[src/rtl/lcdns_pkg.sv]
// Shared types, constants and sequence tables for the character LCD nibble sequencer.
`default_nettype none
package lcdns_pkg;

  // Request types on the input channel
  localparam logic [2:0] ReqInit  = 3'd0;
  localparam logic [2:0] ReqCmd   = 3'd1;
  localparam logic [2:0] ReqData  = 3'd2;
  localparam logic [2:0] ReqCur   = 3'd3;
  localparam logic [2:0] ReqClear = 3'd4;
  localparam logic [2:0] ReqHome  = 3'd5;

  // Configuration register indexes
  localparam logic [2:0] RegFunctionSet = 3'd0;
  localparam logic [2:0] RegDisplayOn   = 3'd1;
  localparam logic [2:0] RegClear       = 3'd2;
  localparam logic [2:0] RegEntryMode   = 3'd3;
  localparam logic [2:0] RegHome        = 3'd4;
  localparam logic [2:0] RegEnableHigh  = 3'd5;
  localparam logic [2:0] RegEnableLow   = 3'd6;

  // Cursor address bases
  localparam logic [7:0] CurRow1Base = 8'h80;
  localparam logic [7:0] CurRow2Base = 8'hC0;

  // Init nibbles
  localparam logic [3:0] NibWake  = 4'h3;
  localparam logic [3:0] NibFour  = 4'h2;

  // Fixed waits in microseconds
  localparam logic [15:0] WaitPowerupUs = 16'd40000;
  localparam logic [15:0] WaitSecondUs  = 16'd5000;
  localparam logic [15:0] WaitThirdUs   = 16'd150;
  localparam logic [15:0] WaitClearUs   = 16'd2000;

  typedef enum logic [1:0] {
    SegWait = 2'd0,
    SegNib  = 2'd1,
    SegByte = 2'd2
  } seg_kind_e;

  typedef enum logic [1:0] {
    WaitPowerup = 2'd0,
    WaitSecond  = 2'd1,
    WaitThird   = 2'd2,
    WaitClear   = 2'd3
  } wait_e;

  // Front job classes
  typedef enum logic [1:0] {
    JobInit    = 2'd0,
    JobByte    = 2'd1,
    JobCmdWait = 2'd2
  } job_e;

  // One queued segment: a wait, a single nibble or a whole byte
  typedef struct packed {
    seg_kind_e  kind;
    logic       rs;
    logic [7:0] value;
    wait_e      wait_sel;
    logic       last;
  } seg_t;

  typedef struct packed {
    logic [7:0] function_set;
    logic [7:0] display_on;
    logic [7:0] clear;
    logic [7:0] entry_mode;
    logic [7:0] home;
  } codes_t;

  typedef struct packed {
    logic [9:0] en_high;
    logic [9:0] en_low;
  } timing_t;

  function automatic logic [15:0] wait_hold(input wait_e sel);
    logic [15:0] h;
    unique case (sel)
      WaitPowerup: h = WaitPowerupUs;
      WaitSecond:  h = WaitSecondUs;
      WaitThird:   h = WaitThirdUs;
      WaitClear:   h = WaitClearUs;
      default:     h = WaitClearUs;
    endcase
    return h;
  endfunction

  function automatic seg_t mk_seg(input seg_kind_e kind, input logic rs,
                                  input logic [7:0] value, input wait_e sel,
                                  input logic last);
    seg_t s;
    s.kind     = kind;
    s.rs       = rs;
    s.value    = value;
    s.wait_sel = sel;
    s.last     = last;
    return s;
  endfunction

  // Segment number step of a job
  function automatic seg_t seg_for(input job_e job, input logic [3:0] step,
                                   input logic rs, input logic [7:0] value,
                                   input codes_t codes);
    seg_t s;
    s = mk_seg(SegByte, rs, value, WaitClear, 1'b1);
    unique case (job)
      JobByte: s = mk_seg(SegByte, rs, value, WaitClear, 1'b1);
      JobCmdWait: begin
        if (step == 4'd0) s = mk_seg(SegByte, 1'b0, value, WaitClear, 1'b0);
        else s = mk_seg(SegWait, 1'b0, {4'h0, value[3:0]}, WaitClear, 1'b1);
      end
      JobInit: begin
        unique case (step)
          4'd0:  s = mk_seg(SegWait, 1'b0, 8'h00, WaitPowerup, 1'b0);
          4'd1:  s = mk_seg(SegNib, 1'b0, {4'h0, NibWake}, WaitClear, 1'b0);
          4'd2:  s = mk_seg(SegWait, 1'b0, {4'h0, NibWake}, WaitSecond, 1'b0);
          4'd3:  s = mk_seg(SegNib, 1'b0, {4'h0, NibWake}, WaitClear, 1'b0);
          4'd4:  s = mk_seg(SegWait, 1'b0, {4'h0, NibWake}, WaitThird, 1'b0);
          4'd5:  s = mk_seg(SegNib, 1'b0, {4'h0, NibWake}, WaitClear, 1'b0);
          4'd6:  s = mk_seg(SegNib, 1'b0, {4'h0, NibFour}, WaitClear, 1'b0);
          4'd7:  s = mk_seg(SegByte, 1'b0, codes.function_set, WaitClear, 1'b0);
          4'd8:  s = mk_seg(SegByte, 1'b0, codes.display_on, WaitClear, 1'b0);
          4'd9:  s = mk_seg(SegByte, 1'b0, codes.clear, WaitClear, 1'b0);
          4'd10: s = mk_seg(SegWait, 1'b0, {4'h0, codes.clear[3:0]}, WaitClear, 1'b0);
          default: s = mk_seg(SegByte, 1'b0, codes.entry_mode, WaitClear, 1'b1);
        endcase
      end
      default: s = mk_seg(SegByte, rs, value, WaitClear, 1'b1);
    endcase
    return s;
  endfunction

endpackage
`default_nettype wire

[src/rtl/lcdns_front.sv]
// Request front end: accepts requests, classifies them and issues segments.
`default_nettype none
module lcdns_front
  import lcdns_pkg::*;
(
  input  wire logic       clk_i,
  input  wire logic       rst_ni,
  input  wire logic       in_valid_i,
  output logic            in_ready_o,
  input  wire logic [2:0] req_type_i,
  input  wire logic [7:0] byte_value_i,
  input  wire logic [1:0] row_i,
  input  wire logic [6:0] column_i,
  input  wire codes_t     codes_i,
  input  wire logic       q_full_i,
  output logic            q_push_o,
  output seg_t            q_seg_o
);

  logic       busy_q, busy_d;
  job_e       job_q, job_d;
  logic       rs_q, rs_d;
  logic [7:0] value_q, value_d;
  logic [3:0] step_q, step_d;
  logic       accept;
  logic       start;
  logic [7:0] col_m1;

  assign in_ready_o = !busy_q;
  assign accept     = in_valid_i && in_ready_o;
  assign col_m1     = {1'b0, column_i} - 8'd1;

  assign q_push_o = busy_q && !q_full_i;
  assign q_seg_o  = seg_for(job_q, step_q, rs_q, value_q, codes_i);

  always_comb begin
    start   = 1'b0;
    job_d   = job_q;
    rs_d    = rs_q;
    value_d = value_q;
    unique case (req_type_i)
      ReqInit:  begin start = 1'b1; job_d = JobInit; rs_d = 1'b0; end
      ReqCmd:   begin start = 1'b1; job_d = JobByte; rs_d = 1'b0; value_d = byte_value_i; end
      ReqData:  begin start = 1'b1; job_d = JobByte; rs_d = 1'b1; value_d = byte_value_i; end
      ReqCur: begin
        job_d = JobByte;
        rs_d  = 1'b0;
        if (row_i == 2'd1) begin
          start   = 1'b1;
          value_d = col_m1 | CurRow1Base;
        end else if (row_i == 2'd2) begin
          start   = 1'b1;
          value_d = col_m1 | CurRow2Base;
        end
      end
      ReqClear: begin start = 1'b1; job_d = JobCmdWait; rs_d = 1'b0; value_d = codes_i.clear; end
      ReqHome:  begin start = 1'b1; job_d = JobCmdWait; rs_d = 1'b0; value_d = codes_i.home; end
      default:  start = 1'b0;
    endcase
  end

  always_comb begin
    busy_d = busy_q;
    step_d = step_q;
    if (accept) begin
      busy_d = start;
      step_d = 4'd0;
    end else if (q_push_o) begin
      if (q_seg_o.last) busy_d = 1'b0;
      else step_d = step_q + 4'd1;
    end
  end

  always_ff @(posedge clk_i or negedge rst_ni) begin
    if (!rst_ni) begin
      busy_q <= 1'b0;
      step_q <= 4'd0;
    end else begin
      busy_q <= busy_d;
      step_q <= step_d;
    end
  end

  // Request payload holds for the whole job
  always_ff @(posedge clk_i) begin
    if (accept) begin
      job_q   <= job_d;
      rs_q    <= rs_d;
      value_q <= value_d;
    end
  end

endmodule
`default_nettype wire

[src/rtl/lcdns_queue.sv]
// Short segment queue between the front end and the event sequencer.
`default_nettype none
module lcdns_queue
  import lcdns_pkg::*;
#(
  parameter int Depth = 2
) (
  input  wire logic clk_i,
  input  wire logic rst_ni,
  input  wire logic push_i,
  input  wire seg_t seg_i,
  output logic      full_o,
  input  wire logic pop_i,
  output seg_t      seg_o,
  output logic      valid_o
);

  localparam int PtrW = $clog2(Depth);
  localparam int CntW = $clog2(Depth + 1);

  seg_t            mem_q [Depth];
  logic [PtrW-1:0] wptr_q, rptr_q;
  logic [CntW-1:0] count_q;

  assign full_o  = (count_q == CntW'(Depth));
  assign valid_o = (count_q != '0);
  assign seg_o   = mem_q[rptr_q];

  always_ff @(posedge clk_i) begin
    if (push_i) mem_q[wptr_q] <= seg_i;
  end

  always_ff @(posedge clk_i or negedge rst_ni) begin
    if (!rst_ni) begin
      wptr_q  <= '0;
      rptr_q  <= '0;
      count_q <= '0;
    end else begin
      if (push_i) begin
        wptr_q <= (wptr_q == PtrW'(Depth - 1)) ? '0 : wptr_q + PtrW'(1);
      end
      if (pop_i) begin
        rptr_q <= (rptr_q == PtrW'(Depth - 1)) ? '0 : rptr_q + PtrW'(1);
      end
      if (push_i && !pop_i) count_q <= count_q + CntW'(1);
      else if (pop_i && !push_i) count_q <= count_q - CntW'(1);
    end
  end

  a_count_bound: assert property (@(posedge clk_i) disable iff (!rst_ni)
    count_q <= CntW'(Depth))
    else $error("queue count beyond depth");

  a_no_overflow: assert property (@(posedge clk_i) disable iff (!rst_ni)
    push_i |-> !full_o)
    else $error("push into full queue");

  a_no_underflow: assert property (@(posedge clk_i) disable iff (!rst_ni)
    pop_i |-> valid_o)
    else $error("pop from empty queue");

endmodule
`default_nettype wire

[src/rtl/lcdns_back.sv]
// Event sequencer: expands segments into timed pin events behind an output register.
`default_nettype none
module lcdns_back
  import lcdns_pkg::*;
(
  input  wire logic        clk_i,
  input  wire logic        rst_ni,
  input  wire timing_t     timing_i,
  input  wire logic        seg_valid_i,
  input  wire seg_t        seg_i,
  output logic             seg_pop_o,
  output logic             out_valid_o,
  input  wire logic        out_ready_i,
  output logic             reg_select_o,
  output logic             read_write_o,
  output logic             enable_o,
  output logic [3:0]       data_nibble_o,
  output logic [15:0]      hold_us_o,
  output logic             last_o
);

  seg_t        cur_q;
  logic        cur_valid_q;
  logic [1:0]  idx_q;
  logic        out_valid_q;
  logic [1:0]  idx_final;
  logic        adv;
  logic        fin;
  logic        ev_en;
  logic [3:0]  ev_nib;
  logic [15:0] ev_hold;

  always_comb begin
    unique case (cur_q.kind)
      SegWait: idx_final = 2'd0;
      SegNib:  idx_final = 2'd1;
      SegByte: idx_final = 2'd3;
      default: idx_final = 2'd0;
    endcase
  end

  assign adv       = cur_valid_q && (!out_valid_q || out_ready_i);
  assign fin       = adv && (idx_q == idx_final);
  assign seg_pop_o = seg_valid_i && (!cur_valid_q || fin);

  // High nibble first, EN high then low for each nibble
  assign ev_en   = (cur_q.kind != SegWait) && !idx_q[0];
  assign ev_nib  = (cur_q.kind == SegByte && !idx_q[1]) ? cur_q.value[7:4]
                                                         : cur_q.value[3:0];
  assign ev_hold = (cur_q.kind == SegWait) ? wait_hold(cur_q.wait_sel)
                 : idx_q[0] ? {6'd0, timing_i.en_low} : {6'd0, timing_i.en_high};

  always_ff @(posedge clk_i or negedge rst_ni) begin
    if (!rst_ni) begin
      cur_valid_q <= 1'b0;
      idx_q       <= 2'd0;
      out_valid_q <= 1'b0;
    end else begin
      if (seg_pop_o) begin
        cur_valid_q <= 1'b1;
        idx_q       <= 2'd0;
      end else if (fin) begin
        cur_valid_q <= 1'b0;
      end else if (adv) begin
        idx_q <= idx_q + 2'd1;
      end
      if (adv) out_valid_q <= 1'b1;
      else if (out_ready_i) out_valid_q <= 1'b0;
    end
  end

  always_ff @(posedge clk_i) begin
    if (seg_pop_o) cur_q <= seg_i;
  end

  always_ff @(posedge clk_i) begin
    if (adv) begin
      reg_select_o  <= cur_q.rs;
      enable_o      <= ev_en;
      data_nibble_o <= ev_nib;
      hold_us_o     <= ev_hold;
      last_o        <= cur_q.last && (idx_q == idx_final);
    end
  end

  assign out_valid_o  = out_valid_q;
  assign read_write_o = 1'b0;

  a_wait_single: assert property (@(posedge clk_i) disable iff (!rst_ni)
    (cur_valid_q && cur_q.kind == SegWait) |-> (idx_q == 2'd0))
    else $error("wait segment past its only event");

  a_nib_range: assert property (@(posedge clk_i) disable iff (!rst_ni)
    (cur_valid_q && cur_q.kind == SegNib) |-> !idx_q[1])
    else $error("nibble segment past its second event");

endmodule
`default_nettype wire

[src/rtl/char_lcd_nibble_sequencer.sv]
// Top level of the character LCD nibble sequencer: config registers, front, queue, back.
// A request passes the job registers, queue, current segment register and output register.
// One pin event per cycle if out_ready_i is high; a byte request gives 4 events, clear and
// home 5, init 28, set cursor with another row and unused types none.
// A new request is taken once the front end has queued the last segment of the previous one.
// Reset is asynchronous, active low: registers return to their default codes and timings.
`default_nettype none
module char_lcd_nibble_sequencer
  import lcdns_pkg::*;
#(
  parameter int QueueDepth = 2
) (
  input  wire logic        clk_i,
  input  wire logic        rst_ni,
  input  wire logic        cfg_valid_i,
  output logic             cfg_ready_o,
  input  wire logic [2:0]  cfg_index_i,
  input  wire logic [9:0]  cfg_data_i,
  input  wire logic        in_valid_i,
  output logic             in_ready_o,
  input  wire logic [2:0]  req_type_i,
  input  wire logic [7:0]  byte_value_i,
  input  wire logic [1:0]  row_i,
  input  wire logic [6:0]  column_i,
  output logic             out_valid_o,
  input  wire logic        out_ready_i,
  output logic             reg_select_o,
  output logic             read_write_o,
  output logic             enable_o,
  output logic [3:0]       data_nibble_o,
  output logic [15:0]      hold_us_o,
  output logic             last_o
);

  codes_t  codes_q;
  timing_t timing_q;
  logic    q_full;
  logic    q_push;
  seg_t    q_seg_in;
  logic    q_pop;
  seg_t    q_seg_out;
  logic    q_valid;

  assign cfg_ready_o = 1'b1;

  always_ff @(posedge clk_i or negedge rst_ni) begin
    if (!rst_ni) begin
      codes_q.function_set <= 8'd40;
      codes_q.display_on   <= 8'd14;
      codes_q.clear        <= 8'd1;
      codes_q.entry_mode   <= 8'd6;
      codes_q.home         <= 8'd2;
      timing_q.en_high     <= 10'd10;
      timing_q.en_low      <= 10'd100;
    end else if (cfg_valid_i && cfg_ready_o) begin
      unique case (cfg_index_i)
        RegFunctionSet: codes_q.function_set <= cfg_data_i[7:0];
        RegDisplayOn:   codes_q.display_on   <= cfg_data_i[7:0];
        RegClear:       codes_q.clear        <= cfg_data_i[7:0];
        RegEntryMode:   codes_q.entry_mode   <= cfg_data_i[7:0];
        RegHome:        codes_q.home         <= cfg_data_i[7:0];
        RegEnableHigh:  timing_q.en_high     <= cfg_data_i;
        RegEnableLow:   timing_q.en_low      <= cfg_data_i;
        default: ;
      endcase
    end
  end

  lcdns_front u_front (
    .clk_i        (clk_i),
    .rst_ni       (rst_ni),
    .in_valid_i   (in_valid_i),
    .in_ready_o   (in_ready_o),
    .req_type_i   (req_type_i),
    .byte_value_i (byte_value_i),
    .row_i        (row_i),
    .column_i     (column_i),
    .codes_i      (codes_q),
    .q_full_i     (q_full),
    .q_push_o     (q_push),
    .q_seg_o      (q_seg_in)
  );

  lcdns_queue #(
    .Depth (QueueDepth)
  ) u_queue (
    .clk_i   (clk_i),
    .rst_ni  (rst_ni),
    .push_i  (q_push),
    .seg_i   (q_seg_in),
    .full_o  (q_full),
    .pop_i   (q_pop),
    .seg_o   (q_seg_out),
    .valid_o (q_valid)
  );

  lcdns_back u_back (
    .clk_i         (clk_i),
    .rst_ni        (rst_ni),
    .timing_i      (timing_q),
    .seg_valid_i   (q_valid),
    .seg_i         (q_seg_out),
    .seg_pop_o     (q_pop),
    .out_valid_o   (out_valid_o),
    .out_ready_i   (out_ready_i),
    .reg_select_o  (reg_select_o),
    .read_write_o  (read_write_o),
    .enable_o      (enable_o),
    .data_nibble_o (data_nibble_o),
    .hold_us_o     (hold_us_o),
    .last_o        (last_o)
  );

endmodule
`default_nettype wire

[config.mk]
export PLATFORM = sky130hd
export DESIGN_NAME = char_lcd_nibble_sequencer
export DESIGN_NICKNAME = d
export VERILOG_FILES = /design/src/rtl/lcdns_pkg.sv /design/src/rtl/lcdns_front.sv /design/src/rtl/lcdns_queue.sv /design/src/rtl/lcdns_back.sv /design/src/rtl/char_lcd_nibble_sequencer.sv
export SDC_FILE = /design/constraint.sdc
export NUM_CORES = 1
export LEC_CHECK = 0
export BUFFER_PORTS_ARGS = -buffer_cell sky130_fd_sc_hd__buf_2
export CAP_MARGIN = 40
export CORE_MARGIN = 1.5
export CORE_UTILIZATION = 50
export CTS_BUF_LIST = sky130_fd_sc_hd__clkbuf_16
export DETAILED_ROUTE_END_ITERATION = 8
export PLACE_DENSITY = 0.72
export SYNTH_ARGS = -nofsm -noshare
export SYNTH_HDL_FRONTEND = slang
export SYNTH_SLANG_ARGS = --single-unit
[constraint.sdc]
create_clock -name clk_i -period 2.44 [get_ports clk_i]
set_input_delay 0.122 -clock clk_i [delete_from_list [all_inputs] [get_ports clk_i]]
set_output_delay 0.122 -clock clk_i [all_outputs]
set_load 0.02 [all_outputs]
==> run metrics <==
number of diodes=0; vias in the first global route=4185; Die Y=~120 microns; Peak VDD IR=0.0004194 V; Boundary Pins=65; GRT overflow=0; GRT busiest layer=met2; Crit Reg-Reg Endpoint=u_queue.mem_q[0][5]; Reg2Reg Launch Point=u_front.step_q[0]; Slowest Stage Delay on Critical Path=between 0.4 and 0.5 ns; Global Route Usage Sum=0.1907; status=finished, final reports clean; CTS tree=yes; worst setup margin=roughly 0.18 ns; maxcap violations=0; CP max FO=10; adder-cell share of the synthesized area=0.02575; CP required=2.65 ns; CP Data Arrival Time=2.47 ns; commonest non-fill, non-tap cell in the layout=mux2_2; Top delay family on crit path=simple AND/OR/NAND/NOR gates; Rows=42; clock slew at reported path FFs=0.06 ns; mux contribution to synthesized area=0.1483; Worst-Margin Slew=0.7239 ns; Max H-tree Level=4; layout cells sized above 1=0.3458; pre-CTS setup slack=0.1639 ns; Top FF cell, synth=edfxtp_1; Seq/Total Area, Yosys=0.5935; met1 global-route usage=0.2406; via count=4158; RSZ-0062 raised after global routing=no; DRC=0; fin crit period=2.263 ns; post-synthesis cell type count=58; critical path class=reg -> reg; Reg power frac=0.451; worst rel slew slack=0.5153; HPWL Detailed=9356 microns; most frequent cells in the layout=mux2_2, edfxtp_1, buf_2; initial antenna violation count=0; Endpoint, Worst Hold=u_front.value_q[7]; met3 Usage GRT=0.04753; final cycle utilization of the critical path=0.9273; CP Buf/Inv Count=1; Post-Syn Instances=516; synthesized area=6802 sq um; yosys warns=0; Routed Wire Length=12910 microns; Final Hold Vio Count=0; Initial Utilization=0.5136; post-synth top area cell=edfxtp_1; die area=14310 sq um; GR Util met2=0.3172; register bit count reported by yosys=146; Compound-Gate Fraction of Synth Area=0.08959; Startpoint Class=register; Worst Hold Path Cells=3; post-synthesis xor/xnor area fraction=0.01545; # setup viols final=0; Bufs on Longest Clock Path=2; Comb pwr share=0.281; switching portion of total power=0.3152; Hold Path Class=in -> reg; Clock Latency Late Sink=~0.42 ns; initial detailed-routing violation count=220; Peak Freq=between 400 and 500 MHz; EDFF count, synth=73; post-synth top area share=0.3223; Clock Power Share=0.268; Routed Antenna Nets=0; IO buf count=60; clock buffer count from CTS=17; pwr dens=~1100 nW/um^2; largest net degree at the start of global routing=31; clock root buffer=clkbuf_16; Worst Hold Launch=byte_value_i[7]; first-pass GRT wire length=20930 microns; Num Clock Sinks=146; Die Width=119.6 microns; R2R cell count=6; TritonRoute pass-1 iters=4; syn_area_per_cell=13.18 sq um; nets=629; Final Slew Violations=0; Leak Pwr=3.168 nW; Total Negative Setup Slacks=0 ns; CP Cell Sequence=inv_1, ha_1, nor2_1, nor3b_1, a22oi_1, a41oi_1; Area Overhead vs Synth=15.16%; Psw=approximately 0.0028 W; post-DR vias/cell=between 5 and 6; Crit. End Element=register; synth top area cells=edfxtp_1, dfrtp_1, mux2_2; DR WL/cell=16.86 microns; Post-Synth Simple-Gate Area=0.09455; ys async rst share=0.5000; Core ar.=13240 sq um; RePlAce Congestion=0.8585; Internal Pwr Total=0.006097 W; largest family of logic cells by synthesized area=multiplexers; Final Skew=0.01067 ns; CP max-delay cell=nor3b_1; r2r setup slk=0.18 ns
-- routing by layer --
metal | share of wire | routed length [microns]
met5 | 0 | 0
met4 | 0.014 | 184
met3 | 0.036 | 460
met2 | 0.50 | 6416
met1 | 0.45 | 5852
-- worst reg2reg max path, stage by stage (launching register included) --
cell     delay (ns)
dfrtp_1        0.42
inv_1          0.12
ha_1           0.42
nor2_1         0.11
nor3b_1        0.46
a22oi_1        0.18
a41oi_1        0.35
-- registers in the layout (all words and copies together) (netlist names), 2 cells and up --
signal                flops
codes_q                  40
u_queue.mem_q            28
timing_q                 20
u_back.cur_q             14
u_back.hold_us_o         13
u_front.value_q           8
u_back.data_nibble_o      4
u_front.step_q            4
u_back.idx_q              2
u_front.job_q             2
u_queue.count_q           2
-- power groups by stage --
stage / combinational, W / sequential (W) / clock, W
after global routing: 0.00274 / 0.00411 / 0.00254
final: 0.00250 / 0.00402 / 0.00239
after global placement: 0.00242 / 0.00403 / 0
after detailed placement: 0.00250 / 0.00407 / 0
after CTS: 0.00252 / 0.00402 / 0.00244
after floorplan: 0.00169 / 0.00414 / 0
-- cell usage after synthesis, types with 3 or more instances --
| cell type | number |
|---|---|
| nand2_1 | 26 |
| nor2b_1 | 15 |
| nor3_1 | 10 |
| buf_2 | 5 |
| o21bai_1 | 4 |
| a31oi_1 | 4 |
| nor3b_1 | 6 |
| o21ai_1 | 7 |
| dfrtp_1 | 59 |
| xnor2_1 | 3 |
| mux2_2 | 77 |
| a22o_1 | 5 |
| edfxtp_1 | 73 |
| nor2_1 | 29 |
| o21a_1 | 4 |
| nand4b_1 | 3 |
| o21ai_0 | 5 |
| clkbuf_1 | 19 |
| o31ai_1 | 4 |
| a211oi_1 | 10 |
| buf_4 | 5 |
| a21oi_1 | 19 |
| a221oi_1 | 9 |
| mux2i_1 | 13 |
| inv_1 | 16 |
| dfstp_2 | 14 |
| and2_1 | 3 |
| ha_1 | 14 |
| nand2b_1 | 7 |
| xor2_1 | 9 |
-- cell families after synthesis --
family,count (synthesis)
AOI/OAI and AO/OA,86
xor gates and xnor gates,12
adders and majority gates,14
buffers and inverters,49
DFF,146
muxes,91
other,2
and+or+nand+nor,116
-- area by class of cell --
class                   count  area, sq um
clock buffers              19        475.5
well taps                 176        220.2
fillers                  1050         5410
clock inverters            13        80.08
multi-input cells         323         2561
flip-flops and latches    146         4036
inverters                  17        63.81
repair buffers             72        395.4
-- through the flow --
| stage | instance area [sq um] | util | std cells | hold WS [ns] | total power, W |
|---|---|---|---|---|---|
| detailed placement | 7242 | 0.5469 | 731 | 0.04444 | 0.006568 |
| global placement | 7237 | 0.5465 | 730 | 0.03829 | 0.006443 |
| finish | 7833 | 0.5915 | 766 | 0.02371 | 0.008903 |
| global route | 7833 | 0.5915 | 766 | 0.03883 | 0.009379 |
| floorplan | 6809 | - | 518 | -0.1736 | 0.005833 |
| CTS | 7828 | 0.5911 | 766 | 0.002748 | 0.008982 |
-- worst max path at each step --
stage | startpoint | endpoint | slack (ns) | depth (start not counted)
global placement | u_front.step_q[0] | u_front.step_q[2] | 0.31 | 6
finish | u_front.step_q[0] | u_queue.mem_q[0][5] | 0.18 | 6
floorplan | u_back.cur_q[13] | u_queue.count_q[1] | 0.08 | 10
detailed placement | u_front.step_q[0] | u_queue.mem_q[0][5] | 0.16 | 6
CTS | u_front.step_q[0] | u_queue.mem_q[0][5] | 0.14 | 6
global route | u_front.step_q[0] | u_queue.mem_q[0][6] | 0.06 | 6
-- what timing repair did --
action / 4_1_cts / 5_1_grt
hold endpoints to repair: 17 / 0
endpoints found under the setup margin: 0 / 6
buffers inserted: 0 / 0
gates resized for setup: 0 / 1
hold buffers: 3 / 0
No activity file was read; power rests on OpenSTA's default activity.
